$ cat src/hdl/gnss_binary_frame_parser_top_macros.svh
// Assertion macros used by the parser's top-level RTL file.
// Outside of synthesis each macro expands to a labeled concurrent assertion
// on clk_i; for synthesis the macros expand to nothing.
`ifndef GNSS_BINARY_FRAME_PARSER_TOP_MACROS_SVH
`define GNSS_BINARY_FRAME_PARSER_TOP_MACROS_SVH

`ifndef SYNTH

// Property checked only while reset is released.
`define GBFP_ASSERT(lbl, prop, msg) \
  lbl: assert property (@(posedge clk_i) disable iff (!rst_ni) (prop)) \
    else $error(msg);

// Property checked at every edge, during reset too.
`define GBFP_ASSERT_ALWAYS(lbl, prop, msg) \
  lbl: assert property (@(posedge clk_i) (prop)) else $error(msg);

`else

`define GBFP_ASSERT(lbl, prop, msg)
`define GBFP_ASSERT_ALWAYS(lbl, prop, msg)

`endif

`endif

$ cat src/hdl/gbfp_pkg.sv
package gbfp_pkg;

  // Payload store depth and its address width.
  localparam int unsigned MAX_PAYLOAD = 512;
  localparam int unsigned STORE_AW    = (MAX_PAYLOAD > 1) ? $clog2(MAX_PAYLOAD) : 1;

  // Sync pair that opens every frame.
  localparam logic [7:0] SYNC_FIRST  = 8'hB5;
  localparam logic [7:0] SYNC_SECOND = 8'h62;

  // Parser phases; codes above PH_CKB are unused and fall back to the hunt.
  typedef enum logic [3:0] {
    PH_HUNT1 = 4'd0,
    PH_HUNT2 = 4'd1,
    PH_CLASS = 4'd2,
    PH_IDENT = 4'd3,
    PH_LENLO = 4'd4,
    PH_LENHI = 4'd5,
    PH_BODY  = 4'd6,
    PH_CKA   = 4'd7,
    PH_CKB   = 4'd8
  } phase_e;

  // Frame end status reported with each byte.
  typedef enum logic [1:0] {
    ST_NONE = 2'd0,
    ST_GOOD = 2'd1,
    ST_BAD  = 2'd2
  } status_e;

  // One result item.
  typedef struct packed {
    logic [1:0]  frame_status;
    logic [7:0]  frame_class;
    logic [7:0]  frame_ident;
    logic [15:0] frame_length;
    logic        payload_truncated;
    logic        payload_valid;
    logic [8:0]  payload_index;
    logic [7:0]  payload_data;
  } result_t;

  // Write request into the payload store.
  typedef struct packed {
    logic                we;
    logic [STORE_AW-1:0] addr;
    logic [7:0]          data;
  } store_wr_t;

endpackage

$ cat src/hdl/gbfp_if.sv
// Input byte channel.
interface gbfp_in_if;
  logic       valid;
  logic       ready;
  logic [7:0] rx_byte;

  modport source (output valid, output rx_byte, input ready);
  modport sink (input valid, input rx_byte, output ready);
endinterface

// Result channel, one result per received byte.
interface gbfp_out_if;
  logic        valid;
  logic        ready;
  logic [1:0]  frame_status;
  logic [7:0]  frame_class;
  logic [7:0]  frame_ident;
  logic [15:0] frame_length;
  logic        payload_truncated;
  logic        payload_valid;
  logic [8:0]  payload_index;
  logic [7:0]  payload_data;

  modport source (
    output valid, input ready,
    output frame_status, output frame_class, output frame_ident,
    output frame_length, output payload_truncated, output payload_valid,
    output payload_index, output payload_data
  );
  modport sink (
    input valid, output ready,
    input frame_status, input frame_class, input frame_ident,
    input frame_length, input payload_truncated, input payload_valid,
    input payload_index, input payload_data
  );
endinterface

$ cat src/hdl/gnss_binary_frame_parser_top.sv
// Byte-serial parser for binary GNSS frames with an 8-bit Fletcher checksum.
// Channel rx_i carries one received byte per transaction; channel res_o
// returns exactly one result per byte, in order: the frame end status, the
// class, id and declared length of the current frame, the truncated flag, and
// for payload bytes that fit the store their index and value.
// The result is registered: it is valid in the cycle after its byte is accepted.
// Throughput: one byte per cycle while res_o.ready is high. Each byte is a
// single pass through the phase logic, and the payload store takes one write
// per cycle on its only port. The result register drains and refills in the
// same cycle, so rx_i.ready stays high while res_o.ready is high.
// When the receiver stalls, the result holds in the output register and
// rx_i.ready drops until it is taken; no byte is lost or repeated.
// Reset (rst_ni low, asynchronous) returns the parser to the sync hunt,
// clears the sums and frame fields and empties the result register. The
// payload store is not cleared; its entries are undefined until written.
`include "gnss_binary_frame_parser_top_macros.svh"

module gnss_binary_frame_parser_top (
  input  logic clk_i,
  input  logic rst_ni,
  gbfp_in_if.sink    rx_i,
  gbfp_out_if.source res_o
);
  import gbfp_pkg::*;

  logic      step;
  result_t   result;
  store_wr_t store_wr;
  result_t   res_q;
  logic      res_valid_q;

  // A byte is taken whenever the result register is empty or being drained.
  assign rx_i.ready = !res_valid_q || res_o.ready;
  assign step       = rx_i.valid && rx_i.ready;

  gbfp_parser u_parser (
    .clk_i      (clk_i),
    .rst_ni     (rst_ni),
    .step_i     (step),
    .rx_byte_i  (rx_i.rx_byte),
    .result_o   (result),
    .store_wr_o (store_wr)
  );

  gbfp_store u_store (
    .clk_i (clk_i),
    .wr_i  ({store_wr.we && step, store_wr.addr, store_wr.data})
  );

  // Output register valid flag.
  always_ff @(posedge clk_i or negedge rst_ni) begin
    if (!rst_ni) begin
      res_valid_q <= 1'b0;
    end else if (rx_i.ready) begin
      res_valid_q <= rx_i.valid;
    end
  end

  // Output register payload.
  always_ff @(posedge clk_i) begin
    if (step) begin
      res_q <= result;
    end
  end

  assign res_o.valid             = res_valid_q;
  assign res_o.frame_status      = res_q.frame_status;
  assign res_o.frame_class       = res_q.frame_class;
  assign res_o.frame_ident       = res_q.frame_ident;
  assign res_o.frame_length      = res_q.frame_length;
  assign res_o.payload_truncated = res_q.payload_truncated;
  assign res_o.payload_valid     = res_q.payload_valid;
  assign res_o.payload_index     = res_q.payload_index;
  assign res_o.payload_data      = res_q.payload_data;

  // An empty result register never blocks the input.
  `GBFP_ASSERT(a_ready_when_empty, !res_valid_q |-> rx_i.ready, "input blocked while empty")
  // A store write shows up as the next result, at the same index.
  `GBFP_ASSERT(a_write_reported,
    (step && store_wr.we) |=> (res_valid_q && res_q.payload_valid &&
      res_q.payload_index == 9'($past(store_wr.addr))),
    "store write not reported")
  // A frame end never coincides with a stored payload byte.
  `GBFP_ASSERT(a_end_not_payload,
    (res_valid_q && res_q.frame_status != ST_NONE) |-> !res_q.payload_valid,
    "frame end on a payload byte")
  // The result register is found empty in the cycle after reset is seen.
  `GBFP_ASSERT_ALWAYS(a_reset_empty, !rst_ni |=> !res_valid_q, "result valid in reset")

endmodule

$ cat src/hdl/gbfp_store.sv
module gbfp_store (
  input  logic                clk_i,
  input  gbfp_pkg::store_wr_t wr_i
);
  import gbfp_pkg::*;

  // Payload bytes of the current frame; contents undefined until written.
  logic [7:0] mem_q [MAX_PAYLOAD];

  // Single synchronous write port.
  always_ff @(posedge clk_i) begin
    if (wr_i.we) begin
      mem_q[wr_i.addr] <= wr_i.data;
    end
  end

endmodule

$ cat src/hdl/gbfp_parser.sv
module gbfp_parser (
  input  logic                clk_i,
  input  logic                rst_ni,
  input  logic                step_i,
  input  logic [7:0]          rx_byte_i,
  output gbfp_pkg::result_t   result_o,
  output gbfp_pkg::store_wr_t store_wr_o
);
  import gbfp_pkg::*;

  phase_e      phase_q, phase_d;
  logic [15:0] count_q, count_d;
  logic [7:0]  sum_a_q, sum_a_d;
  logic [7:0]  sum_b_q, sum_b_d;
  logic [7:0]  class_q, class_d;
  logic [7:0]  ident_q, ident_d;
  logic [15:0] length_q, length_d;
  logic        over_q, over_d;

  logic [7:0]  fold_a;
  logic [7:0]  fold_b;
  logic        in_store;

  // Running Fletcher sums with the current byte folded in.
  assign fold_a   = sum_a_q + rx_byte_i;
  assign fold_b   = sum_b_q + fold_a;
  assign in_store = {1'b0, count_q} < 17'(MAX_PAYLOAD);

  // State register.
  always_ff @(posedge clk_i or negedge rst_ni) begin
    if (!rst_ni) begin
      phase_q  <= PH_HUNT1;
      count_q  <= '0;
      sum_a_q  <= '0;
      sum_b_q  <= '0;
      class_q  <= '0;
      ident_q  <= '0;
      length_q <= '0;
      over_q   <= 1'b0;
    end else if (step_i) begin
      phase_q  <= phase_d;
      count_q  <= count_d;
      sum_a_q  <= sum_a_d;
      sum_b_q  <= sum_b_d;
      class_q  <= class_d;
      ident_q  <= ident_d;
      length_q <= length_d;
      over_q   <= over_d;
    end
  end

  // Next state and the result for the byte at the input.
  always_comb begin
    status_e status;
    status     = ST_NONE;
    phase_d    = phase_q;
    count_d    = count_q;
    sum_a_d    = sum_a_q;
    sum_b_d    = sum_b_q;
    class_d    = class_q;
    ident_d    = ident_q;
    length_d   = length_q;
    over_d     = over_q;
    store_wr_o = '0;

    case (phase_q)
      PH_HUNT1: begin
        if (rx_byte_i == SYNC_FIRST) phase_d = PH_HUNT2;
      end
      PH_HUNT2: begin
        if (rx_byte_i == SYNC_SECOND) begin
          sum_a_d = '0;
          sum_b_d = '0;
          phase_d = PH_CLASS;
        end else if (rx_byte_i != SYNC_FIRST) begin
          phase_d = PH_HUNT1;
        end
      end
      PH_CLASS: begin
        class_d = rx_byte_i;
        sum_a_d = fold_a;
        sum_b_d = fold_b;
        phase_d = PH_IDENT;
      end
      PH_IDENT: begin
        ident_d = rx_byte_i;
        sum_a_d = fold_a;
        sum_b_d = fold_b;
        phase_d = PH_LENLO;
      end
      PH_LENLO: begin
        length_d = {8'h00, rx_byte_i};
        sum_a_d  = fold_a;
        sum_b_d  = fold_b;
        phase_d  = PH_LENHI;
      end
      PH_LENHI: begin
        length_d = {rx_byte_i, length_q[7:0]};
        sum_a_d  = fold_a;
        sum_b_d  = fold_b;
        count_d  = '0;
        over_d   = {1'b0, length_d} > 17'(MAX_PAYLOAD);
        phase_d  = (length_d == 16'h0000) ? PH_CKA : PH_BODY;
      end
      PH_BODY: begin
        sum_a_d = fold_a;
        sum_b_d = fold_b;
        if (in_store) begin
          store_wr_o.we   = 1'b1;
          store_wr_o.addr = count_q[STORE_AW-1:0];
          store_wr_o.data = rx_byte_i;
        end
        // The count saturates so an endless body cannot wrap it.
        if (count_q != 16'hFFFF) count_d = count_q + 16'd1;
        if (count_d >= length_q) phase_d = PH_CKA;
      end
      PH_CKA: begin
        if (rx_byte_i != sum_a_q) begin
          phase_d = PH_HUNT1;
          status  = ST_BAD;
        end else begin
          phase_d = PH_CKB;
        end
      end
      PH_CKB: begin
        phase_d = PH_HUNT1;
        status  = (rx_byte_i == sum_b_q) ? ST_GOOD : ST_BAD;
      end
      default: begin
        phase_d = PH_HUNT1;
      end
    endcase

    result_o.frame_status      = status;
    result_o.frame_class       = class_d;
    result_o.frame_ident       = ident_d;
    result_o.frame_length      = length_d;
    result_o.payload_truncated = over_d;
    result_o.payload_valid     = store_wr_o.we;
    result_o.payload_index     = store_wr_o.we ? count_q[8:0] : 9'd0;
    result_o.payload_data      = store_wr_o.data;
  end

endmodule
$ cat src/flat_wrapper.sv
// flat-port wrapper written by rule: the top's interface ports become plain ports
module gnss_binary_frame_parser_top_flat import gbfp_pkg::*;
  (clk_i, rst_ni, rx_i_valid, rx_i_rx_byte, rx_i_ready, res_o_valid, res_o_ready, res_o_frame_status, res_o_frame_class, res_o_frame_ident, res_o_frame_length, res_o_payload_truncated, res_o_payload_valid, res_o_payload_index, res_o_payload_data);
  gbfp_in_if rx_i_i ();
  gbfp_out_if res_o_i ();
  input  logic clk_i;
  input  logic rst_ni;
  input wire logic [$bits(rx_i_i.valid)-1:0] rx_i_valid;
  input wire logic [$bits(rx_i_i.rx_byte)-1:0] rx_i_rx_byte;
  output wire logic [$bits(rx_i_i.ready)-1:0] rx_i_ready;
  output wire logic [$bits(res_o_i.valid)-1:0] res_o_valid;
  input wire logic [$bits(res_o_i.ready)-1:0] res_o_ready;
  output wire logic [$bits(res_o_i.frame_status)-1:0] res_o_frame_status;
  output wire logic [$bits(res_o_i.frame_class)-1:0] res_o_frame_class;
  output wire logic [$bits(res_o_i.frame_ident)-1:0] res_o_frame_ident;
  output wire logic [$bits(res_o_i.frame_length)-1:0] res_o_frame_length;
  output wire logic [$bits(res_o_i.payload_truncated)-1:0] res_o_payload_truncated;
  output wire logic [$bits(res_o_i.payload_valid)-1:0] res_o_payload_valid;
  output wire logic [$bits(res_o_i.payload_index)-1:0] res_o_payload_index;
  output wire logic [$bits(res_o_i.payload_data)-1:0] res_o_payload_data;
  assign rx_i_i.valid = rx_i_valid;
  assign rx_i_i.rx_byte = rx_i_rx_byte;
  assign rx_i_ready = rx_i_i.ready;
  assign res_o_valid = res_o_i.valid;
  assign res_o_i.ready = res_o_ready;
  assign res_o_frame_status = res_o_i.frame_status;
  assign res_o_frame_class = res_o_i.frame_class;
  assign res_o_frame_ident = res_o_i.frame_ident;
  assign res_o_frame_length = res_o_i.frame_length;
  assign res_o_payload_truncated = res_o_i.payload_truncated;
  assign res_o_payload_valid = res_o_i.payload_valid;
  assign res_o_payload_index = res_o_i.payload_index;
  assign res_o_payload_data = res_o_i.payload_data;
  gnss_binary_frame_parser_top u_core (.clk_i(clk_i), .rst_ni(rst_ni), .rx_i(rx_i_i), .res_o(res_o_i));
endmodule
$ cat config.mk
export PLATFORM = sky130hd
export DESIGN_NAME = gnss_binary_frame_parser_top_flat
export DESIGN_NICKNAME = d
export VERILOG_FILES = /design/src/hdl/gbfp_pkg.sv /design/src/hdl/gbfp_if.sv /design/src/hdl/gnss_binary_frame_parser_top.sv /design/src/hdl/gbfp_store.sv /design/src/hdl/gbfp_parser.sv /design/src/flat_wrapper.sv
export VERILOG_INCLUDE_DIRS = /design/src /design/src/hdl
export SDC_FILE = /design/constraint.sdc
export NUM_CORES = 1
export LEC_CHECK = 0
export ABC_CLOCK_PERIOD_IN_PS = 3400
export BUFFER_PORTS_ARGS = -buffer_cell sky130_fd_sc_hd__buf_2
export CAP_MARGIN = 10
export CORE_MARGIN = 8
export CORE_UTILIZATION = 60
export CTS_BUF_LIST = sky130_fd_sc_hd__clkbuf_8
export CTS_CLUSTER_DIAMETER = 80
export CTS_CLUSTER_SIZE = 20
export DETAILED_ROUTE_END_ITERATION = 7
export GPL_TIMING_DRIVEN = 1
export PLACE_DENSITY_LB_ADDON = 0.3
export REMOVE_ABC_BUFFERS = 1
export SLEW_MARGIN = 20
export SYNTH_ARGS = -nofsm -noshare
export SYNTH_HDL_FRONTEND = slang
export SYNTH_SLANG_ARGS = --single-unit
$ cat constraint.sdc
create_clock -name clk_i -period 3.4 [get_ports clk_i]
set_clock_uncertainty 0.1 [all_clocks]
set_input_delay 0 -clock clk_i [delete_from_list [all_inputs] [get_ports clk_i]]
set_output_delay 0 -clock clk_i [all_outputs]
set_load 0.01 [all_outputs]
Word level (Yosys, flattened, before mapping) --
Cells that the tools add are included.
Word-level totals: output and inout port bits 55, word-level logic and storage cells 75, bits in registers 123
Cells by class: $add $sub $neg 3, multiplexer cells 22, reductions and logical operators 12, $lt $le $gt $ge 3, equal/unequal tests 18
Operators with widths (number):
- $pmux 16 s2 | 2
- $mux 18 | 2
- $mux 16 | 2
- $pmux 4 s8 | 1
- $pmux 8 s2 | 2
- $mux 8 | 3
- $mux 4 | 5
- $add 16x1->16 const B | 1
- $add 8x8->8 | 2
- $eq 4x3->1 const B | 4
- $ge 16x16->1 | 1
- $gt 16x10->1 const B | 1
- $logic_not 16->1 | 1
- $lt 16x10->1 const B | 1
- $ne 16x16->1 const B | 1
- $eq 4x2->1 const B | 2
- $eq 8x7->1 const B | 1
- $eq 8x8->1 | 1
- $eq 8x8->1 const B | 1
- $ne 8x8->1 | 1
- $ne 8x8->1 const B | 1
- $ne 2x2->1 const B | 3
- $reduce_or 5->1 | 1
- $eq 4x1->1 const B | 1
- 13 further kinds | 17

Depth between registers and ports, before layout --
depth in word-level cells 6, gate-level depth with buffers 15, depth with buffers taken out 15

Hierarchy --
Synthesis repeated with hierarchy kept, for this count alone.
Unflattened totals: cells, all modules 607, area total of the unflattened synthesis 6571.3 sq um
Modules (own cells, without submodules):
- gbfp_parser | cells an instance 550, area an instance 4926.0 sq um, times used 1, seq. area each 1726.7 sq um
- gnss_binary_frame_parser_top | cells an instance 57, area an instance 1645.3 sq um, times used 1, seq. area each 1616.6 sq um

Worst setup path before layout --
No wires, ideal clock.
kind register to register, from register u_core.res_valid_q, in the netlist u_core.res_o.valid, to register u_core.res_q (netlist bit u_core.res_o.frame_class[0]), enable pin, cell stages (with the launch flop) 6, setup slack 0.081 ns, arrival 2.781 ns, required time 2.862 ns, library setup time 0.438 ns, cells stage by stage dfrtp_1 nand2b_1 nand2_1 clkinv_1 clkbuf_1 clkbuf_1
On the way: cells in the longest elaborated chain, start to end 3
RTL lines:
- from (decl) | RTL line gnss_binary_frame_parser_top.sv:30 | logic res_valid_q;
- from (signal assigned) | RTL line gnss_binary_frame_parser_top.sv:55 | res_valid_q <= rx_i.valid;
- $logic_not 1->1 | RTL line gnss_binary_frame_parser_top.sv:33 | assign rx_i.ready = !res_valid_q || res_o.ready;
- $logic_or 1x1->1 | RTL line gnss_binary_frame_parser_top.sv:33
- via rx_i_ready | RTL line flat_wrapper.sv:10 | output wire logic [$bits(rx_i_i.ready)-1:0] rx_i_ready;
- $logic_and 1x1->1 | RTL line gnss_binary_frame_parser_top.sv:34 | assign step = rx_i.valid && rx_i.ready;
- via u_core.step | RTL line gnss_binary_frame_parser_top.sv:26 | logic step;
- to (signal assigned) | RTL line gnss_binary_frame_parser_top.sv:62 | res_q <= result;
- to (decl) | RTL line gnss_binary_frame_parser_top.sv:29 | result_t res_q;
The timed path passes the listed nets, and every way through them passes these cells. A chain may end at the register's enable or synchronous reset.

Worst setup path in the final report --
from register u_core.u_parser.sum_a_q[0], to register u_core.u_parser.sum_b_q[7]
On the way: cells in the longest elaborated chain, start to end 3
RTL lines:
- from (decl) | RTL line gbfp_parser.sv:13 | logic [7:0] sum_a_q, sum_a_d;
- from (signal assigned) | RTL line gbfp_parser.sv:43 | sum_a_q <= sum_a_d;
- $add 8x8->8 | RTL line gbfp_parser.sv:25 | assign fold_a = sum_a_q + rx_byte_i;
- $add 8x8->8 | RTL line gbfp_parser.sv:26 | assign fold_b = sum_b_q + fold_a;
- $pmux 8 s2 | RTL line gbfp_parser.sv:66 | case (phase_q)
- to (signal assigned) | RTL line gbfp_parser.sv:44 | sum_b_q <= sum_b_d;
- to (decl) | RTL line gbfp_parser.sv:14 | logic [7:0] sum_b_q, sum_b_d;
Every way passes these cells.

==> flow_summary.toml <==
[global_routing]
grt_overflow = 0
grt_pass1_vias = 4942
track_usage_pct = 21.8
grt_max_degree = 95
grt_pass1_wl_mm = 24.6
antenna_found_initial = 0

[final_layout]
area_growth_pct = 17.6
fillers = 766
final_layout_size_suffix_gt1_share_pct = 24.1
fin_util_pct = 72.7
final_cells = 830
diodes = 0
nNetsFinal = 726
fin_area_um2 = 7540

[setup_path]
critPathBufInv = 1
rr_worst_depth = 14
endpoint_kind = "register"
critPathMaxStageDelay_ns = 0.47
cp_max_fo = 2
r2r_end = "u_core.u_parser.sum_b_q[7]"
critPathKind = "register to register"
cp-start-kind = "register"
arrival_ns = 3.62
cp_top_family = "compound AO/OA/AOI/OAI gates"
worst_path_max_delay_cell = "or4_1"
required_ns = 3.66
timing.rr.start = "u_core.u_parser.sum_a_q[0]"
worstPathCellList = "ha_1 -> inv_1 -> fa_2 -> nor2b_1 -> o21ai_0 -> a21boi_1 -> o21ai_0 -> nor3b_2 -> nor2_1 -> ha_2 -> o21ai_0 -> or4_1 -> a211oi_2 -> o21bai_1"
cp_common_cell = "o21ai_0"
r2r_slack_ns = 0.04

[drt]
antenna_left = 0
drt_iter0_drc = 361
wl_per_cell_um = 18.1
vias = 4908
drc = 0
drt-total-wl_mm = 15.0
routed_via_density = 5.91
dr.pass1.iters = 5

[yosys]
syn_avg_cell_area_um2 = 10.7
yosys-top-cells-count = "nand2_1 (82), dfrtp_1 (70), edfxtp_1 (53), o21ai_0 (47), mux2_2 (35)"
synth_cells = 601
async_flop_share_pct = 56.9
yosysUniqueCellTypes = 54
synth_edf_count = 53
ys_top_cells_by_area = "dfrtp_1 (27%), edfxtp_1 (25%), mux2_2 (6.1%)"
ys.flop_type = "dfrtp_1"
synth_area_um2 = 6410
yosysSeqAreaShare_pct = 52.1
ys_warn_count = 0
ys_ff_latch = 123
synth_top_area_share_pct = 27.3
synth_area_leader_cell = "dfrtp_1"
synth_most_common_cell = "nand2_1"

[timing]
rsz0062_at_grt = "true"
period_share_pct = 98.8
max_freq_mhz = 298
finalHoldViolCount = 0
drv_slew = 0
worst_pin_slew_ns = 0.878
setup_viol_count_final = 0
hold-worst-slack_ns = 0.0815
layout_min_cycle_time_ns = 3.36
slew_headroom_pct = 41.3

[power_and_ir_drop]
irDropWorstVdd_uv = 609
p_total_mw = 6.08
p_per_area_nw_per_um2 = 807
cellLeakagePower_nw = 3.32

[clocking]
cts_buffer_depth = 2
cts_tree = "done"
cts_buffers = 17
clkLatencyLatePin_ns = 0.44
htreeDepth = 4
clk_pin_slew_ns = 0.08
numClockSinks = 123
cts.root.buffer_cell = "clkbuf_8"

[floorplanning]
die_h_um = 119
fp.dieArea_um2 = 14200
start_util_pct = 61.8
chipWidth_um = 119
num_rows = 37
io_pins = 67
core_area_um2 = 10400

[place]
routabilityCongestion = 0.881
placedCellCount = 786
hpwlAfterDp_mm = 10.2
portBuffers = 66
place_area_um2 = 6930

[job]
max-cap-violations = 0

[hold_path]
min_path_cells = 3
hp-start = "rx_i_rx_byte[4]"
min_path_type = "input port to register"
hold_end = "u_core.res_o.payload_data[4]"

[outcome]
status = "finished, final reports clean"
[worst min-delay path: stages]
cell    delay, ns
buf_2        0.14
buf_4        0.22
and2_1       0.15
[power by group]
part	leakage [nW]	switching, mW	internal, mW
Combinational	1.66	1.26	1.01
Sequential	1.42	0.248	2.02
Clock	0.241	0.582	0.957
Total	3.32	2.09	3.99
[final cells by class]
type,count,area (um^2),share of cell area [%]
Sequential cell,123,3340,44.3
Clock inverter,14,226,3.00
Inverter,27,103,1.36
Clock buffer,18,248,3.29
Multi-Input combinational cell,420,2860,38.0
Timing Repair Buffer,92,588,7.80
Tap cell,136,170,2.26
[per-stage QoR]
step,TNS [ns],setup WS [ns]
global route,-0.0787,-0.0787
detailed placement,0,0.122
floorplan,-30.47,-0.902
CTS,0,0.0696
global placement,0,0.269
finish,0,0.0403
[what timing repair did]
action / CTS / global route
endpoints found under the setup margin: 0 / 2
gates resized for setup: 0 / 8
hold endpoints to repair: 62 / 0
hold buffers: 12 / 0
setup buffers: 0 / 0
[sequential cells by signal (all words and copies together) (netlist names), 2 cells and up]
signal and flops:
u_core.u_parser.class_q 8, u_core.u_parser.sum_a_q 8, u_core.u_parser.length_q 16, u_core.u_parser.ident_q 8, u_core.u_parser.phase_q 4, u_core.res_o.payload_data 8, u_core.u_parser.count_q 16, u_core.res_o.frame_class 8
u_core.res_o.payload_index 9, u_core.u_parser.sum_b_q 8, u_core.res_o.frame_ident 8, u_core.res_o.frame_status 2, u_core.res_o.frame_length 16
[layout by cell type, fill, tap and decap left out, types with 3 or more instances in the layout]
cell / netlist / layout
dlygate4sd3_1: 0 / 11
buf_12: 0 / 3
nor2_1: 25 / 25
and3_1: 4 / 4
and4_1: 3 / 3
mux2_2: 35 / 35
o21ai_0: 47 / 47
buf_2: 2 / 67
o21bai_1: 4 / 4
nand4_1: 8 / 8
clkinv_2: 0 / 4
o31ai_1: 8 / 8
nand3_1: 20 / 20
edfxtp_1: 53 / 53
nor3_1: 12 / 11
a21oi_1: 22 / 22
and2_1: 18 / 18
clkbuf_8: 0 / 18
a31oi_1: 7 / 7
ha_1: 31 / 30
o21ai_1: 3 / 3
xnor2_1: 21 / 21
a22o_1: 6 / 6
buf_4: 0 / 11
a21o_1: 7 / 7
nand2b_1: 6 / 6
nor4_1: 6 / 5
bufinv_16: 0 / 6
a22o_2: 6 / 6
nand2_1: 82 / 81
inv_1: 26 / 28
xor2_1: 7 / 7
dfrtp_1: 70 / 70
[metal layers]
layer / vias to the layer above / global-route usage (%) / part of all wire, %
met3: 38 / 6.42 / 7.7
met1: 2354 / 26.9 / 41
met2: 201 / 34.3 / 48
met5: - / 0 / 0
li1: 2315 / - / -
met4: 0 / 11.6 / 2.8
[worst max-delay path by stage]
stage | cells past startpoint | start | end
after detailed placement | 14 | u_core.u_parser.sum_a_q[0] | u_core.u_parser.sum_b_q[7]
final | 14 | u_core.u_parser.sum_a_q[0] | u_core.u_parser.sum_b_q[7]
after CTS | 14 | u_core.u_parser.sum_a_q[0] | u_core.u_parser.sum_b_q[7]
after global placement | 14 | u_core.u_parser.sum_a_q[0] | u_core.u_parser.sum_b_q[7]
after global routing | 14 | u_core.u_parser.sum_a_q[0] | u_core.u_parser.sum_b_q[7]
after floorplan | 7 | u_core.res_o.valid | u_core.u_parser.count_q[10]
[logic make-up after synthesis]
group	share of synthesized area [%]
buffers and inverters	3.67
DFF	52.1
xor gates and xnor gates	3.83
muxes	6.15
adders and majority gates	6.67
and+or+nand+nor	15.2
AOI/OAI and AO/OA	12.3
Power figures use the tool's default switching activity.
